--- config.mk ---
export PLATFORM = sky130hd
export DESIGN_NAME = dcf77_time_code_decoder_flat
export DESIGN_NICKNAME = d
export VERILOG_FILES = /design/src/hdl/dcf_pkg.sv /design/src/hdl/dcf_in_if.sv /design/src/hdl/dcf_out_if.sv /design/src/hdl/dcf_apb_regs.sv /design/src/hdl/dcf_pulse_class.sv /design/src/hdl/dcf_frame_dec.sv /design/src/hdl/dcf77_time_code_decoder.sv /design/src/flat_wrapper.sv
export VERILOG_INCLUDE_DIRS = /design/src /design/src/hdl
export SDC_FILE = /design/constraint.sdc
export NUM_CORES = 1
export LEC_CHECK = 0
export BUFFER_PORTS_ARGS = -buffer_cell sky130_fd_sc_hd__buf_2
export CORE_UTILIZATION = 58
export DETAILED_ROUTE_END_ITERATION = 12
export GPL_TIMING_DRIVEN = 0
export PLACE_DENSITY = 0.75
export SLEW_MARGIN = 20
export SYNTH_ARGS = -nofsm -noshare
export SYNTH_HDL_FRONTEND = slang
export SYNTH_HIERARCHICAL = 1
export SYNTH_SLANG_ARGS = --single-unit
--- constraint.sdc ---
create_clock -name i_clk -period 6.65 [get_ports i_clk]
set_input_delay 0.665 -clock i_clk [delete_from_list [all_inputs] [get_ports i_clk]]
set_output_delay 0.665 -clock i_clk [all_outputs]
set_load 0.005 [all_outputs]
--- src/hdl/assert_macros.svh ---
// Assertion macros shared by the decoder RTL.
// Depends on nothing; included by files that carry concurrent assertions.
`ifndef ASSERT_MACROS_SVH
`define ASSERT_MACROS_SVH
`ifndef NO_ASSERTIONS
`define ASSERT_IMPLIES(name, clk, rst_n, pre, post) \
    name: assert property (@(posedge clk) disable iff (!rst_n) (pre) |-> (post)) \
        else $error("dcf decoder: same-cycle assertion failed");
`define ASSERT_NEXT(name, clk, rst_n, pre, post) \
    name: assert property (@(posedge clk) disable iff (!rst_n) (pre) |=> (post)) \
        else $error("dcf decoder: next-cycle assertion failed");
`else
`define ASSERT_IMPLIES(name, clk, rst_n, pre, post)
`define ASSERT_NEXT(name, clk, rst_n, pre, post)
`endif
`endif

--- src/hdl/dcf_pkg.sv ---
// Types, codes and helper functions of the DCF77 time code decoder.
// No dependencies; used by the result interface and all decoder modules.
package dcf_pkg;

    typedef logic [2:0] t_event;

    localparam t_event EV_NONE    = 3'd0;
    localparam t_event EV_SECOND  = 3'd1;
    localparam t_event EV_MINUTE  = 3'd2;
    localparam t_event EV_ZERO    = 3'd3;
    localparam t_event EV_ONE     = 3'd4;
    localparam t_event EV_INVALID = 3'd5;

    // register indexes (byte address / 4)
    localparam logic [2:0] REG_ZERO_LO   = 3'd0;
    localparam logic [2:0] REG_ZERO_HI   = 3'd1;
    localparam logic [2:0] REG_ONE_LO    = 3'd2;
    localparam logic [2:0] REG_ONE_HI    = 3'd3;
    localparam logic [2:0] REG_PERIOD_TOL = 3'd4;
    localparam logic [2:0] REG_ZONE_EN   = 3'd5;
    localparam logic [2:0] REG_HOUR_OFS  = 3'd6;

    localparam int APB_AW = 5;

    localparam logic [11:0] YEAR_BASE   = 12'd2000;
    localparam logic [5:0]  FRAME_LAST  = 6'd59;
    localparam logic [5:0]  SEC_MAX     = 6'd63;
    localparam logic [4:0]  HOURS_DAY   = 5'd24;

    typedef struct packed {
        logic [15:0] zero_lo;
        logic [15:0] zero_hi;
        logic [15:0] one_lo;
        logic [15:0] one_hi;
        logic [9:0]  period_tol;
        logic        zone_en;
        logic [4:0]  hour_ofs;
    } t_cfg;

    typedef struct packed {
        logic [6:0]  minute;
        logic [4:0]  hour;
        logic [4:0]  day;
        logic [2:0]  weekday;
        logic [3:0]  month;
        logic [11:0] year;
    } t_time;

    typedef struct packed {
        logic  ok;
        t_time tm;
    } t_frame;

    // two BCD digits to binary: low nibble + 10 * high nibble
    function automatic logic [7:0] bcd_value(input logic [7:0] b);
        logic [7:0] hi;
        hi = {4'd0, b[7:4]};
        return {4'd0, b[3:0]} + (hi << 3) + (hi << 1);
    endfunction

    function automatic logic [4:0] month_days(input logic [3:0] m, input logic leap);
        logic [4:0] d;
        case (m) inside
            4'd2:                   d = leap ? 5'd29 : 5'd28;
            4'd4, 4'd6, 4'd9, 4'd11: d = 5'd30;
            default:                d = 5'd31;
        endcase
        return d;
    endfunction

endpackage

--- src/hdl/dcf_in_if.sv ---
// Sample channel: receiver level and millisecond timestamp per word.
// Depends on nothing.
interface dcf_in_if #(
    parameter int TW = 16
) ();
    logic          valid;
    logic          ready;
    logic          level;
    logic [TW-1:0] now_ms;

    modport source(output valid, level, now_ms, input ready);
    modport sink(input valid, level, now_ms, output ready);
endinterface

--- src/hdl/dcf_out_if.sv ---
// Result channel: event, frame status and decoded time per word.
// Depends on dcf_pkg for the event type.
interface dcf_out_if ();
    import dcf_pkg::*;

    logic        valid;
    logic        ready;
    t_event      event_code;
    logic        frame_done;
    logic        frame_ok;
    logic [6:0]  out_minute;
    logic [4:0]  out_hour;
    logic [4:0]  out_day;
    logic [2:0]  out_weekday;
    logic [3:0]  out_month;
    logic [11:0] out_year;
    logic [5:0]  second_index;
    logic        sync_flag;
    logic        error_flag;

    modport source(output valid, event_code, frame_done, frame_ok, out_minute, out_hour,
                   out_day, out_weekday, out_month, out_year, second_index, sync_flag,
                   error_flag, input ready);
    modport sink(input valid, event_code, frame_done, frame_ok, out_minute, out_hour,
                 out_day, out_weekday, out_month, out_year, second_index, sync_flag,
                 error_flag, output ready);
endinterface

--- src/hdl/dcf_apb_regs.sv ---
// APB configuration registers of the decoder (pulse windows, zone shift).
// Depends on dcf_pkg.
module dcf_apb_regs (
    input  logic                        i_clk,
    input  logic                        i_rst_n,
    input  logic                        psel,
    input  logic                        penable,
    input  logic                        pwrite,
    input  logic [dcf_pkg::APB_AW-1:0]  paddr,
    input  logic [31:0]                 pwdata,
    output logic [31:0]                 prdata,
    output logic                        pready,
    output dcf_pkg::t_cfg               o_cfg
);
    import dcf_pkg::*;

    t_cfg       r_cfg;
    logic       wr_en;
    logic [2:0] reg_idx;

    assign pready  = 1'b1;
    assign wr_en   = psel & penable & pwrite;
    assign reg_idx = paddr[APB_AW-1:2];
    assign o_cfg   = r_cfg;

    always_ff @(posedge i_clk) begin
        if (!i_rst_n) begin
            r_cfg.zero_lo    <= 16'd70;
            r_cfg.zero_hi    <= 16'd130;
            r_cfg.one_lo     <= 16'd170;
            r_cfg.one_hi     <= 16'd230;
            r_cfg.period_tol <= 10'd100;
            r_cfg.zone_en    <= 1'b0;
            r_cfg.hour_ofs   <= 5'd6;
        end else if (wr_en) begin
            unique case (reg_idx)
                REG_ZERO_LO:    r_cfg.zero_lo    <= pwdata[15:0];
                REG_ZERO_HI:    r_cfg.zero_hi    <= pwdata[15:0];
                REG_ONE_LO:     r_cfg.one_lo     <= pwdata[15:0];
                REG_ONE_HI:     r_cfg.one_hi     <= pwdata[15:0];
                REG_PERIOD_TOL: r_cfg.period_tol <= pwdata[9:0];
                REG_ZONE_EN:    r_cfg.zone_en    <= pwdata[0];
                REG_HOUR_OFS:   r_cfg.hour_ofs   <= pwdata[4:0];
                default:        ;
            endcase
        end
    end

    always_comb begin
        unique case (reg_idx)
            REG_ZERO_LO:    prdata = {16'd0, r_cfg.zero_lo};
            REG_ZERO_HI:    prdata = {16'd0, r_cfg.zero_hi};
            REG_ONE_LO:     prdata = {16'd0, r_cfg.one_lo};
            REG_ONE_HI:     prdata = {16'd0, r_cfg.one_hi};
            REG_PERIOD_TOL: prdata = {22'd0, r_cfg.period_tol};
            REG_ZONE_EN:    prdata = {31'd0, r_cfg.zone_en};
            REG_HOUR_OFS:   prdata = {27'd0, r_cfg.hour_ofs};
            default:        prdata = 32'd0;
        endcase
    end

endmodule

--- src/hdl/dcf_pulse_class.sv ---
// Edge classifier: falling-edge spacing and low-pulse width to an event code.
// Depends on dcf_pkg.
module dcf_pulse_class #(
    parameter int TW = 16
) (
    input  dcf_pkg::t_cfg   i_cfg,
    input  logic            i_level,
    input  logic            i_last_level,
    input  logic [TW-1:0]   i_now,
    input  logic [TW-1:0]   i_fall_stamp,
    output dcf_pkg::t_event o_event
);
    import dcf_pkg::*;

    localparam int CW = TW + 1;

    logic [TW-1:0] diff;
    logic [CW-1:0] diff_x, lo_sum, tol_x;
    logic          near_sec, near_min, is_zero, is_one;

    // modulo-2^TW distance since the last falling edge
    assign diff   = i_now - i_fall_stamp;
    assign diff_x = {1'b0, diff};
    assign tol_x  = CW'(i_cfg.period_tol);
    assign lo_sum = diff_x + tol_x;

    assign near_sec = (lo_sum >= CW'(1000)) && (diff_x <= CW'(1000) + tol_x);
    assign near_min = (lo_sum >= CW'(2000)) && (diff_x <= CW'(2000) + tol_x);

    assign is_zero = (32'(diff) >= 32'(i_cfg.zero_lo)) && (32'(diff) <= 32'(i_cfg.zero_hi));
    assign is_one  = (32'(diff) >= 32'(i_cfg.one_lo))  && (32'(diff) <= 32'(i_cfg.one_hi));

    always_comb begin
        o_event = EV_NONE;
        if (i_last_level && !i_level) begin
            if (near_sec)      o_event = EV_SECOND;
            else if (near_min) o_event = EV_MINUTE;
            else               o_event = EV_INVALID;
        end else if (!i_last_level && i_level) begin
            if (is_zero)       o_event = EV_ZERO;
            else if (is_one)   o_event = EV_ONE;
            else               o_event = EV_INVALID;
        end
    end

endmodule

--- src/hdl/dcf_frame_dec.sv ---
// Frame decoder: BCD fields, parity and range checks, optional hour shift-back.
// Depends on dcf_pkg.
module dcf_frame_dec (
    input  dcf_pkg::t_cfg   i_cfg,
    input  logic [58:0]     i_bits,
    output dcf_pkg::t_frame o_frame
);
    import dcf_pkg::*;

    logic [7:0]  mi, hr, dy, mo, yr;
    logic [2:0]  wd;
    logic        par_ok, rng_ok, leap;
    logic [4:0]  ofs, hr5, dy5, hr_wrap;
    logic [3:0]  mo4, mo_prev;
    logic [11:0] year_full;
    logic        need_wrap;
    t_time       tm;

    assign mi = bcd_value({1'b0, i_bits[27:21]});
    assign hr = bcd_value({2'b0, i_bits[34:29]});
    assign dy = bcd_value({2'b0, i_bits[41:36]});
    assign wd = i_bits[44:42];
    assign mo = bcd_value({3'b0, i_bits[49:45]});
    assign yr = bcd_value(i_bits[57:50]);

    // even parity over each group, date group runs through bit 58
    assign par_ok = !(^i_bits[28:21]) && !(^i_bits[35:29]) && !(^i_bits[58:36]);
    assign rng_ok = (mi <= 8'd59) && (hr <= 8'd23) && (dy >= 8'd1) && (dy <= 8'd31)
                  && (mo >= 8'd1) && (mo <= 8'd12) && (wd != 3'd0);

    assign hr5       = hr[4:0];
    assign dy5       = dy[4:0];
    assign mo4       = mo[3:0];
    assign year_full = YEAR_BASE + 12'(yr);
    // Feb is only reached from March, so the year is the frame's own;
    // in 2000..2165 only 2100 breaks the every-fourth-year rule
    assign leap      = (yr[1:0] == 2'd0) && (yr != 8'd100);
    assign ofs       = (i_cfg.hour_ofs >= HOURS_DAY) ? i_cfg.hour_ofs - HOURS_DAY
                                                     : i_cfg.hour_ofs;
    assign need_wrap = hr5 < ofs;
    assign hr_wrap   = 5'(6'(hr5) + 6'(HOURS_DAY) - 6'(ofs));
    assign mo_prev   = (mo4 > 4'd1) ? mo4 - 4'd1 : 4'd12;

    always_comb begin
        tm.minute  = mi[6:0];
        tm.hour    = hr5;
        tm.day     = dy5;
        tm.weekday = wd;
        tm.month   = mo4;
        tm.year    = year_full;
        if (i_cfg.zone_en) begin
            if (!need_wrap) begin
                tm.hour = hr5 - ofs;
            end else begin
                tm.hour = hr_wrap;
                if (dy5 > 5'd1) begin
                    tm.day = dy5 - 5'd1;
                end else begin
                    tm.month = mo_prev;
                    if (mo4 <= 4'd1) tm.year = year_full - 12'd1;
                    tm.day = month_days(mo_prev, leap);
                end
            end
        end
    end

    assign o_frame.ok = par_ok & rng_ok;
    assign o_frame.tm = tm;

endmodule

--- src/hdl/dcf77_time_code_decoder.sv ---
// DCF77 time code decoder, top level. An accepted sample word moves from the input
// register into the result register once that one is empty or being taken. Throughput:
// one word per cycle while the result is not stalled, set by the input register feeding
// the result register through one pass of combinational logic; a stalled result holds
// the input register. Reset (synchronous, active low) clears both stage valids and loads
// decoder state and config with their reset values.
`include "assert_macros.svh"
module dcf77_time_code_decoder #(
    parameter int TIME_WIDTH = 16
) (
    input  logic                        i_clk,
    input  logic                        i_rst_n,
    dcf_in_if.sink                      i_sample,
    dcf_out_if.source                   o_result,
    input  logic                        psel,
    input  logic                        penable,
    input  logic                        pwrite,
    input  logic [dcf_pkg::APB_AW-1:0]  paddr,
    input  logic [31:0]                 pwdata,
    output logic [31:0]                 prdata,
    output logic                        pready
);
    import dcf_pkg::*;

    // ---------------- configuration ----------------
    t_cfg cfg;

    dcf_apb_regs u_regs (
        .i_clk   (i_clk),
        .i_rst_n (i_rst_n),
        .psel    (psel),
        .penable (penable),
        .pwrite  (pwrite),
        .paddr   (paddr),
        .pwdata  (pwdata),
        .prdata  (prdata),
        .pready  (pready),
        .o_cfg   (cfg)
    );

    // ---------------- handshake ----------------
    // Input register takes a word whenever it is empty or moving on; it moves on
    // into the result register whenever that one is empty or being taken.
    logic                  r_s1_valid, r_o_valid;
    logic                  r_s1_level;
    logic [TIME_WIDTH-1:0] r_s1_now;
    logic                  in_acc, adv;

    assign adv            = r_s1_valid && (!r_o_valid || o_result.ready);
    assign i_sample.ready = !r_s1_valid || adv;
    assign in_acc         = i_sample.valid && i_sample.ready;

    always_ff @(posedge i_clk) begin
        if (!i_rst_n) begin
            r_s1_valid <= 1'b0;
            r_o_valid  <= 1'b0;
        end else begin
            if (in_acc)   r_s1_valid <= 1'b1;
            else if (adv) r_s1_valid <= 1'b0;
            if (adv)                  r_o_valid <= 1'b1;
            else if (o_result.ready)  r_o_valid <= 1'b0;
        end
    end

    always_ff @(posedge i_clk) begin
        if (in_acc) begin
            r_s1_level <= i_sample.level;
            r_s1_now   <= i_sample.now_ms;
        end
    end

    // ---------------- decoder state ----------------
    logic                  r_last_level, n_last_level;
    logic [TIME_WIDTH-1:0] r_fall_stamp, n_fall_stamp;
    logic [58:0]           r_frame_bits, n_frame_bits;
    logic [5:0]            r_sec_cnt, n_sec_cnt;
    logic [6:0]            r_minute, n_minute;
    t_time                 r_time, n_time;
    logic                  r_sync, n_sync;
    logic                  r_error, n_error;

    t_event ev;
    t_frame frame;
    logic   done, ok;

    dcf_pulse_class #(
        .TW (TIME_WIDTH)
    ) u_class (
        .i_cfg        (cfg),
        .i_level      (r_s1_level),
        .i_last_level (r_last_level),
        .i_now        (r_s1_now),
        .i_fall_stamp (r_fall_stamp),
        .o_event      (ev)
    );

    dcf_frame_dec u_frame (
        .i_cfg   (cfg),
        .i_bits  (r_frame_bits),
        .o_frame (frame)
    );

    // next state for the word in the input register
    always_comb begin
        n_last_level = r_s1_level;
        n_fall_stamp = r_fall_stamp;
        n_frame_bits = r_frame_bits;
        n_sec_cnt    = r_sec_cnt;
        n_minute     = r_minute;
        n_time       = r_time;
        n_sync       = r_sync;
        n_error      = r_error;
        done         = 1'b0;
        ok           = 1'b0;

        if (r_last_level && !r_s1_level) n_fall_stamp = r_s1_now;

        case (ev)
            EV_SECOND: begin
                if (r_sec_cnt < SEC_MAX) n_sec_cnt = r_sec_cnt + 6'd1;
            end
            EV_ONE: begin
                // bits past the frame end are dropped
                if (r_sec_cnt < FRAME_LAST) n_frame_bits[r_sec_cnt] = 1'b1;
            end
            EV_MINUTE: begin
                done     = 1'b1;
                n_minute = frame.tm.minute;   // minute kept even from a bad frame
                if (frame.ok) begin
                    ok      = 1'b1;
                    n_time  = frame.tm;
                    n_sync  = 1'b1;
                    n_error = 1'b0;
                end else begin
                    n_sync  = 1'b0;
                    n_error = 1'b1;
                end
                n_sec_cnt    = 6'd0;
                n_frame_bits = '0;
            end
            EV_INVALID: begin
                n_sync  = 1'b0;
                n_error = 1'b1;
            end
            default: ;
        endcase
    end

    always_ff @(posedge i_clk) begin
        if (!i_rst_n) begin
            r_last_level   <= 1'b0;
            r_fall_stamp   <= '0;
            r_frame_bits   <= '0;
            r_sec_cnt      <= 6'd0;
            r_minute       <= 7'd0;
            r_time.minute  <= 7'd0;
            r_time.hour    <= 5'd0;
            r_time.day     <= 5'd0;
            r_time.weekday <= 3'd1;
            r_time.month   <= 4'd0;
            r_time.year    <= YEAR_BASE;
            r_sync         <= 1'b0;
            r_error        <= 1'b0;
        end else if (adv) begin
            r_last_level <= n_last_level;
            r_fall_stamp <= n_fall_stamp;
            r_frame_bits <= n_frame_bits;
            r_sec_cnt    <= n_sec_cnt;
            r_minute     <= n_minute;
            r_time       <= n_time;
            r_sync       <= n_sync;
            r_error      <= n_error;
        end
    end

    // ---------------- result register ----------------
    t_event      r_o_event;
    logic        r_o_done, r_o_ok, r_o_sync, r_o_error;
    logic [6:0]  r_o_minute;
    t_time       r_o_time;
    logic [5:0]  r_o_sec;

    always_ff @(posedge i_clk) begin
        if (adv) begin
            r_o_event  <= ev;
            r_o_done   <= done;
            r_o_ok     <= ok;
            r_o_minute <= n_minute;
            r_o_time   <= n_time;
            r_o_sec    <= n_sec_cnt;
            r_o_sync   <= n_sync;
            r_o_error  <= n_error;
        end
    end

    assign o_result.valid        = r_o_valid;
    assign o_result.event_code   = r_o_event;
    assign o_result.frame_done   = r_o_done;
    assign o_result.frame_ok     = r_o_ok;
    assign o_result.out_minute   = r_o_minute;
    assign o_result.out_hour     = r_o_time.hour;
    assign o_result.out_day      = r_o_time.day;
    assign o_result.out_weekday  = r_o_time.weekday;
    assign o_result.out_month    = r_o_time.month;
    assign o_result.out_year     = r_o_time.year;
    assign o_result.second_index = r_o_sec;
    assign o_result.sync_flag    = r_o_sync;
    assign o_result.error_flag   = r_o_error;

    // ---------------- assertions ----------------
    logic minute_adv, frame_clear, locked;

    assign minute_adv  = adv && (ev == EV_MINUTE);
    assign frame_clear = (r_sec_cnt == 6'd0) && (r_frame_bits == '0);
    assign locked      = r_sync && !r_error && r_o_done;

    // a minute mark always restarts the frame
    `ASSERT_NEXT(a_minute_clears, i_clk, i_rst_n, minute_adv, frame_clear)
    // a good frame in the result word matches the locked state
    `ASSERT_IMPLIES(a_ok_means_sync, i_clk, i_rst_n, r_o_valid && r_o_ok, locked)
    // a word stuck in the input register stays put
    `ASSERT_NEXT(a_s1_holds, i_clk, i_rst_n, r_s1_valid && !adv, r_s1_valid && $stable(r_s1_now))

endmodule
--- src/flat_wrapper.sv ---
// flat-port wrapper written by rule: the top's interface ports become plain ports
module dcf77_time_code_decoder_flat import dcf_pkg::*;
#(
    parameter int TIME_WIDTH = 16
)
  (i_clk, i_rst_n, psel, penable, pwrite, paddr, pwdata, prdata, pready, i_sample_valid, i_sample_level, i_sample_now_ms, i_sample_ready, o_result_valid, o_result_event_code, o_result_frame_done, o_result_frame_ok, o_result_out_minute, o_result_out_hour, o_result_out_day, o_result_out_weekday, o_result_out_month, o_result_out_year, o_result_second_index, o_result_sync_flag, o_result_error_flag, o_result_ready);
  dcf_in_if i_sample_i ();
  dcf_out_if o_result_i ();
  input  logic i_clk;
  input  logic i_rst_n;
  input  logic psel;
  input  logic penable;
  input  logic pwrite;
  input  logic [dcf_pkg::APB_AW-1:0] paddr;
  input  logic [31:0] pwdata;
  output logic [31:0] prdata;
  output logic pready;
  input wire logic [$bits(i_sample_i.valid)-1:0] i_sample_valid;
  input wire logic [$bits(i_sample_i.level)-1:0] i_sample_level;
  input wire logic [$bits(i_sample_i.now_ms)-1:0] i_sample_now_ms;
  output wire logic [$bits(i_sample_i.ready)-1:0] i_sample_ready;
  output wire logic [$bits(o_result_i.valid)-1:0] o_result_valid;
  output wire logic [$bits(o_result_i.event_code)-1:0] o_result_event_code;
  output wire logic [$bits(o_result_i.frame_done)-1:0] o_result_frame_done;
  output wire logic [$bits(o_result_i.frame_ok)-1:0] o_result_frame_ok;
  output wire logic [$bits(o_result_i.out_minute)-1:0] o_result_out_minute;
  output wire logic [$bits(o_result_i.out_hour)-1:0] o_result_out_hour;
  output wire logic [$bits(o_result_i.out_day)-1:0] o_result_out_day;
  output wire logic [$bits(o_result_i.out_weekday)-1:0] o_result_out_weekday;
  output wire logic [$bits(o_result_i.out_month)-1:0] o_result_out_month;
  output wire logic [$bits(o_result_i.out_year)-1:0] o_result_out_year;
  output wire logic [$bits(o_result_i.second_index)-1:0] o_result_second_index;
  output wire logic [$bits(o_result_i.sync_flag)-1:0] o_result_sync_flag;
  output wire logic [$bits(o_result_i.error_flag)-1:0] o_result_error_flag;
  input wire logic [$bits(o_result_i.ready)-1:0] o_result_ready;
  assign i_sample_i.valid = i_sample_valid;
  assign i_sample_i.level = i_sample_level;
  assign i_sample_i.now_ms = i_sample_now_ms;
  assign i_sample_ready = i_sample_i.ready;
  assign o_result_valid = o_result_i.valid;
  assign o_result_event_code = o_result_i.event_code;
  assign o_result_frame_done = o_result_i.frame_done;
  assign o_result_frame_ok = o_result_i.frame_ok;
  assign o_result_out_minute = o_result_i.out_minute;
  assign o_result_out_hour = o_result_i.out_hour;
  assign o_result_out_day = o_result_i.out_day;
  assign o_result_out_weekday = o_result_i.out_weekday;
  assign o_result_out_month = o_result_i.out_month;
  assign o_result_out_year = o_result_i.out_year;
  assign o_result_second_index = o_result_i.second_index;
  assign o_result_sync_flag = o_result_i.sync_flag;
  assign o_result_error_flag = o_result_i.error_flag;
  assign o_result_i.ready = o_result_ready;
  dcf77_time_code_decoder #(.TIME_WIDTH(TIME_WIDTH)) u_core (.i_clk(i_clk), .i_rst_n(i_rst_n), .i_sample(i_sample_i), .o_result(o_result_i), .psel(psel), .penable(penable), .pwrite(pwrite), .paddr(paddr), .pwdata(pwdata), .prdata(prdata), .pready(pready));
endmodule
[After elaboration in Yosys (flattened, before gate mapping)]
Cells that the tools add are included.
Storage, ports and cells
  output and inout port bits: 84
  input port bits: 61
  register bits: 268
Cells by class
  bitwise gates (word level): 4
  add/sub/neg operators: 23
  eq/ne operators: 17
  multiplexer cells: 38
  order comparisons: 23
  reduce and logical (&&, ||, !) cells: 46
Operators with widths (number)
  59-bit one-hot mux with 2 select lines: 1
  16-bit one-hot mux with 7 select lines: 1
  59-bit two-way mux: 1
  59-bit OR: 1
  29-bit two-way mux: 2
  16-bit two-way mux: 3
  16-bit >= comparator: 2
  16-bit <= comparator: 2
  5-bit two-way mux: 5
  23-bit parity: 1
  1-bit logical AND: 18
  16-bit by 10-bit adder with 17-bit output: 1
  17-bit by 10-bit >= comparator with 1-bit output (second input constant): 1
  17-bit by 11-bit >= comparator with 1-bit output (second input constant): 1
  16-bit by 11-bit <= comparator with 1-bit output: 1
  16-bit by 12-bit <= comparator with 1-bit output: 1
  2-bit AND reduction: 8
  16-bit subtractor: 1
  3-bit equality test (second input constant): 5
  3-bit two-way mux: 5
  6-bit by 3-bit adder with 7-bit output: 2
  7-bit by 5-bit <= comparator with 1-bit output (second input constant): 2
  11-bit by 10-bit adder with 12-bit output (first input constant): 1
  11-bit by 8-bit adder with 12-bit output (first input constant): 1
  53 further kinds: 84

[Longest topological paths before layout]
  depth in word-level cells: 13
  depth in mapped cells: 26
  mapped depth without buffers: 24

[Modules after synthesis]
Netlist, hierarchy kept.
By module, submodules not included
  dcf77_time_code_decoder: area an instance 6989.2 sq um, cells each 633, times used 1, seq. area each 4424.2 sq um
  dcf_apb_regs: area an instance 3791.1 sq um, cells each 389, times used 1, seq. area each 1601.5 sq um
  dcf_pulse_class: area an instance 3771.1 sq um, cells each 522, times used 1, seq. area each 0.0 sq um
  dcf_frame_dec: area an instance 2409.8 sq um, cells each 289, times used 1, seq. area each 0.0 sq um

[Least setup slack after synthesis]
OpenSTA, ideal clock, no wires.
  path kind: flip-flop to flip-flop
  from: register u_core.r_s1_now[0]
  to: register u_core.r_o_minute[0] (netlist: u_core/o_result.out_minute[0]) (data pin)
  stages on the path, launching flop included: 22
  data arrival time: 4.861 ns
  period minus slack after synthesis: 5.124 ns
  setup slack: 1.526 ns
  data required time: 6.388 ns
  path through: edfxtp_1 inv_1 ha_1 fa_1 nand2b_1 a21oi_1 o21a_1 nor2_1 xnor2_1 ha_1 or2_2 o221a_1 nor4_1 nand3_1 a31oi_1 and4_1 a32o_1 or3b_1 buf_2 inv_2 buf_6 mux2_4
Between the ends
  cells in the longest elaborated chain, start to end: 9
  elaborated cells on any way between the ends: 22
  those cells by class: add/sub (2); order compare (8); eq/ne (1); mux (7); reduce/logical (4)
RTL lines
  from (decl): line dcf77_time_code_decoder.sv:46  | logic [TIME_WIDTH-1:0] r_s1_now;
  from (signal assigned): line dcf77_time_code_decoder.sv:68  | r_s1_now <= i_sample.now_ms;
  16-bit subtractor (*): line dcf_pulse_class.sv:22  | assign diff = i_now - i_fall_stamp;
  16-bit by 10-bit adder with 17-bit output: line dcf_pulse_class.sv:25  | assign lo_sum = diff_x + tol_x;
  17-bit by 11-bit >= comparator with 1-bit output: line dcf_pulse_class.sv:28  | assign near_min = (lo_sum >= CW'(2000)) && (diff_x <= CW'(2000) + tol_x);
  1-bit logical AND: line dcf_pulse_class.sv:28
  3-bit two-way mux: line dcf_pulse_class.sv:37  | else if (near_min) o_event = EV_MINUTE;
  3-bit two-way mux: line dcf_pulse_class.sv:36  | if (near_sec) o_event = EV_SECOND;
  3-bit two-way mux (*): line dcf_pulse_class.sv:35  | if (i_last_level && !i_level) begin
  named net u_core.ev[1]: line dcf77_time_code_decoder.sv:82  | t_event ev;
  3-bit by 2-bit equality test with 1-bit output (*)
  7-bit two-way mux (*): line dcf77_time_code_decoder.sv:118  | case (ev)
  named net u_core.n_minute[0]: line dcf77_time_code_decoder.sv:77  | logic [6:0] r_minute, n_minute;
  to (signal assigned): line dcf77_time_code_decoder.sv:188  | r_o_minute <= n_minute;
  to (decl): line dcf77_time_code_decoder.sv:179  | logic [6:0] r_o_minute;
Mark *: on every way through the listed nets, which the timed path passes. The rest lies on a longest branch.
A chain may end at the register's enable or synchronous reset.

[Final worst setup path]
  from: register u_core.r_s1_now[4]
  to: register u_core/r_time[27] (netlist bit)
Between the ends
  cells in the longest elaborated chain, start to end: 9
  elaborated cells on any way between the ends: 22
  those cells by class: add/sub (2); order compare (8); eq/ne (1); mux (7); reduce/logical (4)
RTL lines
  16-bit subtractor (*): line dcf_pulse_class.sv:22
  16-bit by 10-bit adder with 17-bit output (tied with other cells): line dcf_pulse_class.sv:25
  17-bit by 11-bit >= comparator with 1-bit output or 1-bit logical AND (tied branches): line dcf_pulse_class.sv:28, dcf_pulse_class.sv:31
  1-bit logical AND or 1-bit two-way mux (tied branches): line dcf_pulse_class.sv:28, dcf_pulse_class.sv:41
  3-bit two-way mux, on equally long branches: line dcf_pulse_class.sv:37, dcf_pulse_class.sv:40
  3-bit two-way mux, on equally long branches: line dcf_pulse_class.sv:36, dcf_pulse_class.sv:39
  3-bit two-way mux (*): line dcf_pulse_class.sv:35
  named net u_core.ev[0]: line dcf77_time_code_decoder.sv:82
  3-bit by 2-bit equality test with 1-bit output (*)
  29-bit two-way mux (*): line dcf77_time_code_decoder.sv:118
  to (signal assigned): line dcf77_time_code_decoder.sv:170  | r_time <= n_time;
  to (decl): line dcf77_time_code_decoder.sv:78  | t_time r_time, n_time;
Marked as above.

==> results.sh <==
export IMPL_outcome="finished clean"
export IMPL_end_kind="flop"
export IMPL_syn_avg_cell_area_sq_um=9.23
export IMPL_path_buf_inv=3
export IMPL_syn_inst=1767
export IMPL_rr_startpoint="u_core/r_s1_now[4]"
export IMPL_rrSetupSlack_ns=0.31
export IMPL_overflow=0
export IMPL_fill_cells=2258
export IMPL_cts_buffer_depth=3
export IMPL_clock_latency_ns=0.54
export IMPL_r2r_end="u_core/r_time[27]"
export IMPL_cts_made_buffers=26
export IMPL_relSlewSlack_pct=34.1
export IMPL_hpwl_um=32300
export IMPL_yosysWarnings=6
export IMPL_crit_family="compound AO/OA/AOI/OAI gates"
export IMPL_holdPathStages=1
export IMPL_finalCritPeriodShare_pct=95.3
export IMPL_vias=13600
export IMPL_die_x_um=170
export IMPL_cp_start_kind="flop"
export IMPL_skew_ns=0.00885
export IMPL_ir_drop_uv=219
export IMPL_min_path_type="input pin to flop"
export IMPL_drc=0
export IMPL_fmax_mhz=158
export IMPL_cp_data_arrival_time_ns=6.72
export IMPL_portBuffers=109
export IMPL_grt_pass1_vias=13000
export IMPL_slowest_stage="xor2_1"
export IMPL_finalPower_mw=3.60
export IMPL_nNetsFinal=2149
export IMPL_tightest_slew_ns=0.980
export IMPL_grt_antenna_before_repair=0
export IMPL_netlist_area_sq_mm=0.0163
export IMPL_drtAntennaViolNets=0
export IMPL_h_tree_depth=1
export IMPL_rr_worst_depth=21
export IMPL_cp_max_fo=10
export IMPL_grt_pass1_wl_um=67500
export IMPL_max_cap_violations=0
export IMPL_cp_startpoint="u_core/r_s1_now[4]"
export IMPL_die_y_um=170
export IMPL_clk_pin_slew_worst_paths_ns=0.06
export IMPL_cts_sink_count=247
export IMPL_setup_violations=0
export IMPL_path_class="flop to flop"
export IMPL_core_area_sq_mm=0.0277
export IMPL_leakage_nw=7.79
export IMPL_min_to="u_core/r_s1_now[9]"
export IMPL_syn2layout_area_growth_pct=12.4
export IMPL_rsz0062_at_grt="no"
export IMPL_cts_tree="built"
export IMPL_drt_vias_per_instance=5.88
export IMPL_diodes=0
export IMPL_num_io_pins=145
export IMPL_drt_iter0_drc=1046
export IMPL_place_gp_congestion=0.937
export IMPL_drive_gt1_share_pct=15.7
export IMPL_required_ns=7.03
export IMPL_hold_start="i_sample_now_ms[9]"
export IMPL_power_density_mw_per_mm2=196
export IMPL_cp_common_cell="a21oi_1"
export IMPL_routed_wl_um=42600
export IMPL_max_stage_delay_ns=0.72
export IMPL_period_needed_ns=6.34
export IMPL_routedWlPerCell_um=18.4
export IMPL_path_cells="ha_1 -> a21o_1 -> a211o_1 -> o2111ai_1 -> a21oi_1 -> xor2_1 -> ha_1 -> a2111oi_0 -> o21ai_0 -> a31o_2 -> a21oi_1 -> a21oi_1 -> o311ai_0 -> a32oi_2 -> nor4bb_1 -> clkbuf_1 -> nand3_1 -> buf_2 -> clkbuf_1 -> nand2_1 -> a21oi_1"
export IMPL_first_pass_iters=5
export IMPL_rows=61
export IMPL_final_max_slew_viol_count=0
export IMPL_post_route_util_pct=66.2
export IMPL_final_hold_viol_count=0
export IMPL_start_util_pct=58.9
export IMPL_clockRootBuffer="clkbuf_16"
export IMPL_dieArea_sq_mm=0.0288
export IMPL_grt_max_degree=59
export IMPL_gr_usage_all_layers_pct=29.5
-- layout make-up --
type	instances	area, sq um	share of cell area, %
plain buffers	103	594	3.24
clock buffers	36	709	3.87
clock inverters	12	143	0.777
inverters	132	495	2.70
multi-input cells	1300	9770	53.2
flip-flops and latches	247	5610	30.6
well taps	378	473	2.58
repair buffers	111	561	3.06
-- flip-flops by register name, summed over array words and instances (netlist names), 3 cells and up --
| signal | cells |
|---|---|
| u_core/u_regs/o_cfg | 80 |
| u_core/r_frame_bits | 38 |
| u_core/r_time | 29 |
| u_core/r_fall_stamp | 16 |
| u_core/r_s1_now | 16 |
| u_core/o_result.out_year | 12 |
| u_core/o_result.out_minute | 7 |
| u_core/r_minute | 7 |
| u_core/o_result.second_index | 6 |
| u_core/r_sec_cnt | 6 |
| u_core/o_result.out_day | 5 |
| u_core/o_result.out_hour | 5 |
| u_core/o_result.out_month | 4 |
| u_core/o_result.event_code | 3 |
| u_core/o_result.out_weekday | 3 |
-- metrics by stage --
stage,setup WS (ns),TNS (ns),area [sq um],hold slack [ns],cells
after floorplan,1.53,0,16400,0.434,1782
after global placement,0.00533,0,17400,0.439,2269
after detailed placement,-0.0865,-0.658,17400,0.444,2269
after CTS,0.110,0,18300,0.286,2317
after global routing,0.0294,0,18300,0.282,2319
final,0.310,0,18300,0.302,2319
-- worst max path at each step --
stage / slack [ns] / depth (start not counted) / to
6_report: 0.31 / 21 / u_core/r_time[27]
5_1_grt: 0.03 / 21 / u_core/r_time[27]
4_1_cts: 0.11 / 22 / u_core/r_time[27]
3_5_place_dp: -0.09 / 23 / u_core/r_time[27]
3_3_place_gp: 0.005 / 23 / u_core/r_time[4]
2_1_floorplan: 1.53 / 21 / u_core/o_result.out_minute[0]
-- power breakdown --
part	switching, mW	internal, mW
registers	0.0156	1.57
logic	0.339	0.210
clock network	0.598	0.861
total	0.952	2.64
-- cells in the final DEF, fill, tap and decap left out, types with 11 or more instances in the layout --
master     instances
o21ai_0           56
dfxtp_1          181
nor2b_1           28
ha_1             155
a21oi_1           96
xnor2_1           54
clkbuf_1          50
buf_2            128
nor2_1           106
clkbuf_16         27
nand4_1           23
fa_1              12
a31oi_1           51
conb_1            17
inv_1            129
a21o_1            25
o21a_1            11
mux2i_1          109
edfxtp_1          66
mux2_2            35
o211ai_1          19
nand3_1           39
buf_4             37
a211oi_1          11
xor2_1            17
nand2_1          189
nand2b_1          28
nor3_1            29
-- per-layer routing --
layer  vias to the layer above  part of all wire (%)  track usage [%]
li1                       6572                     -                -
met1                      6431                    45             40.8
met2                       529                    44             47.2
met3                        94                   7.9             4.03
met4                         0                   2.9             10.1
met5                         -                     0                0
-- timing repair --
item | 4_1_cts | 5_1_grt
pin swaps | 0 | 1
setup buffers | 0 | 2
gates resized for setup | 2 | 9
setup endpoints to repair | 10 | 50
hold buffers | 0 | 0
(Power assumes the default switching activity.)
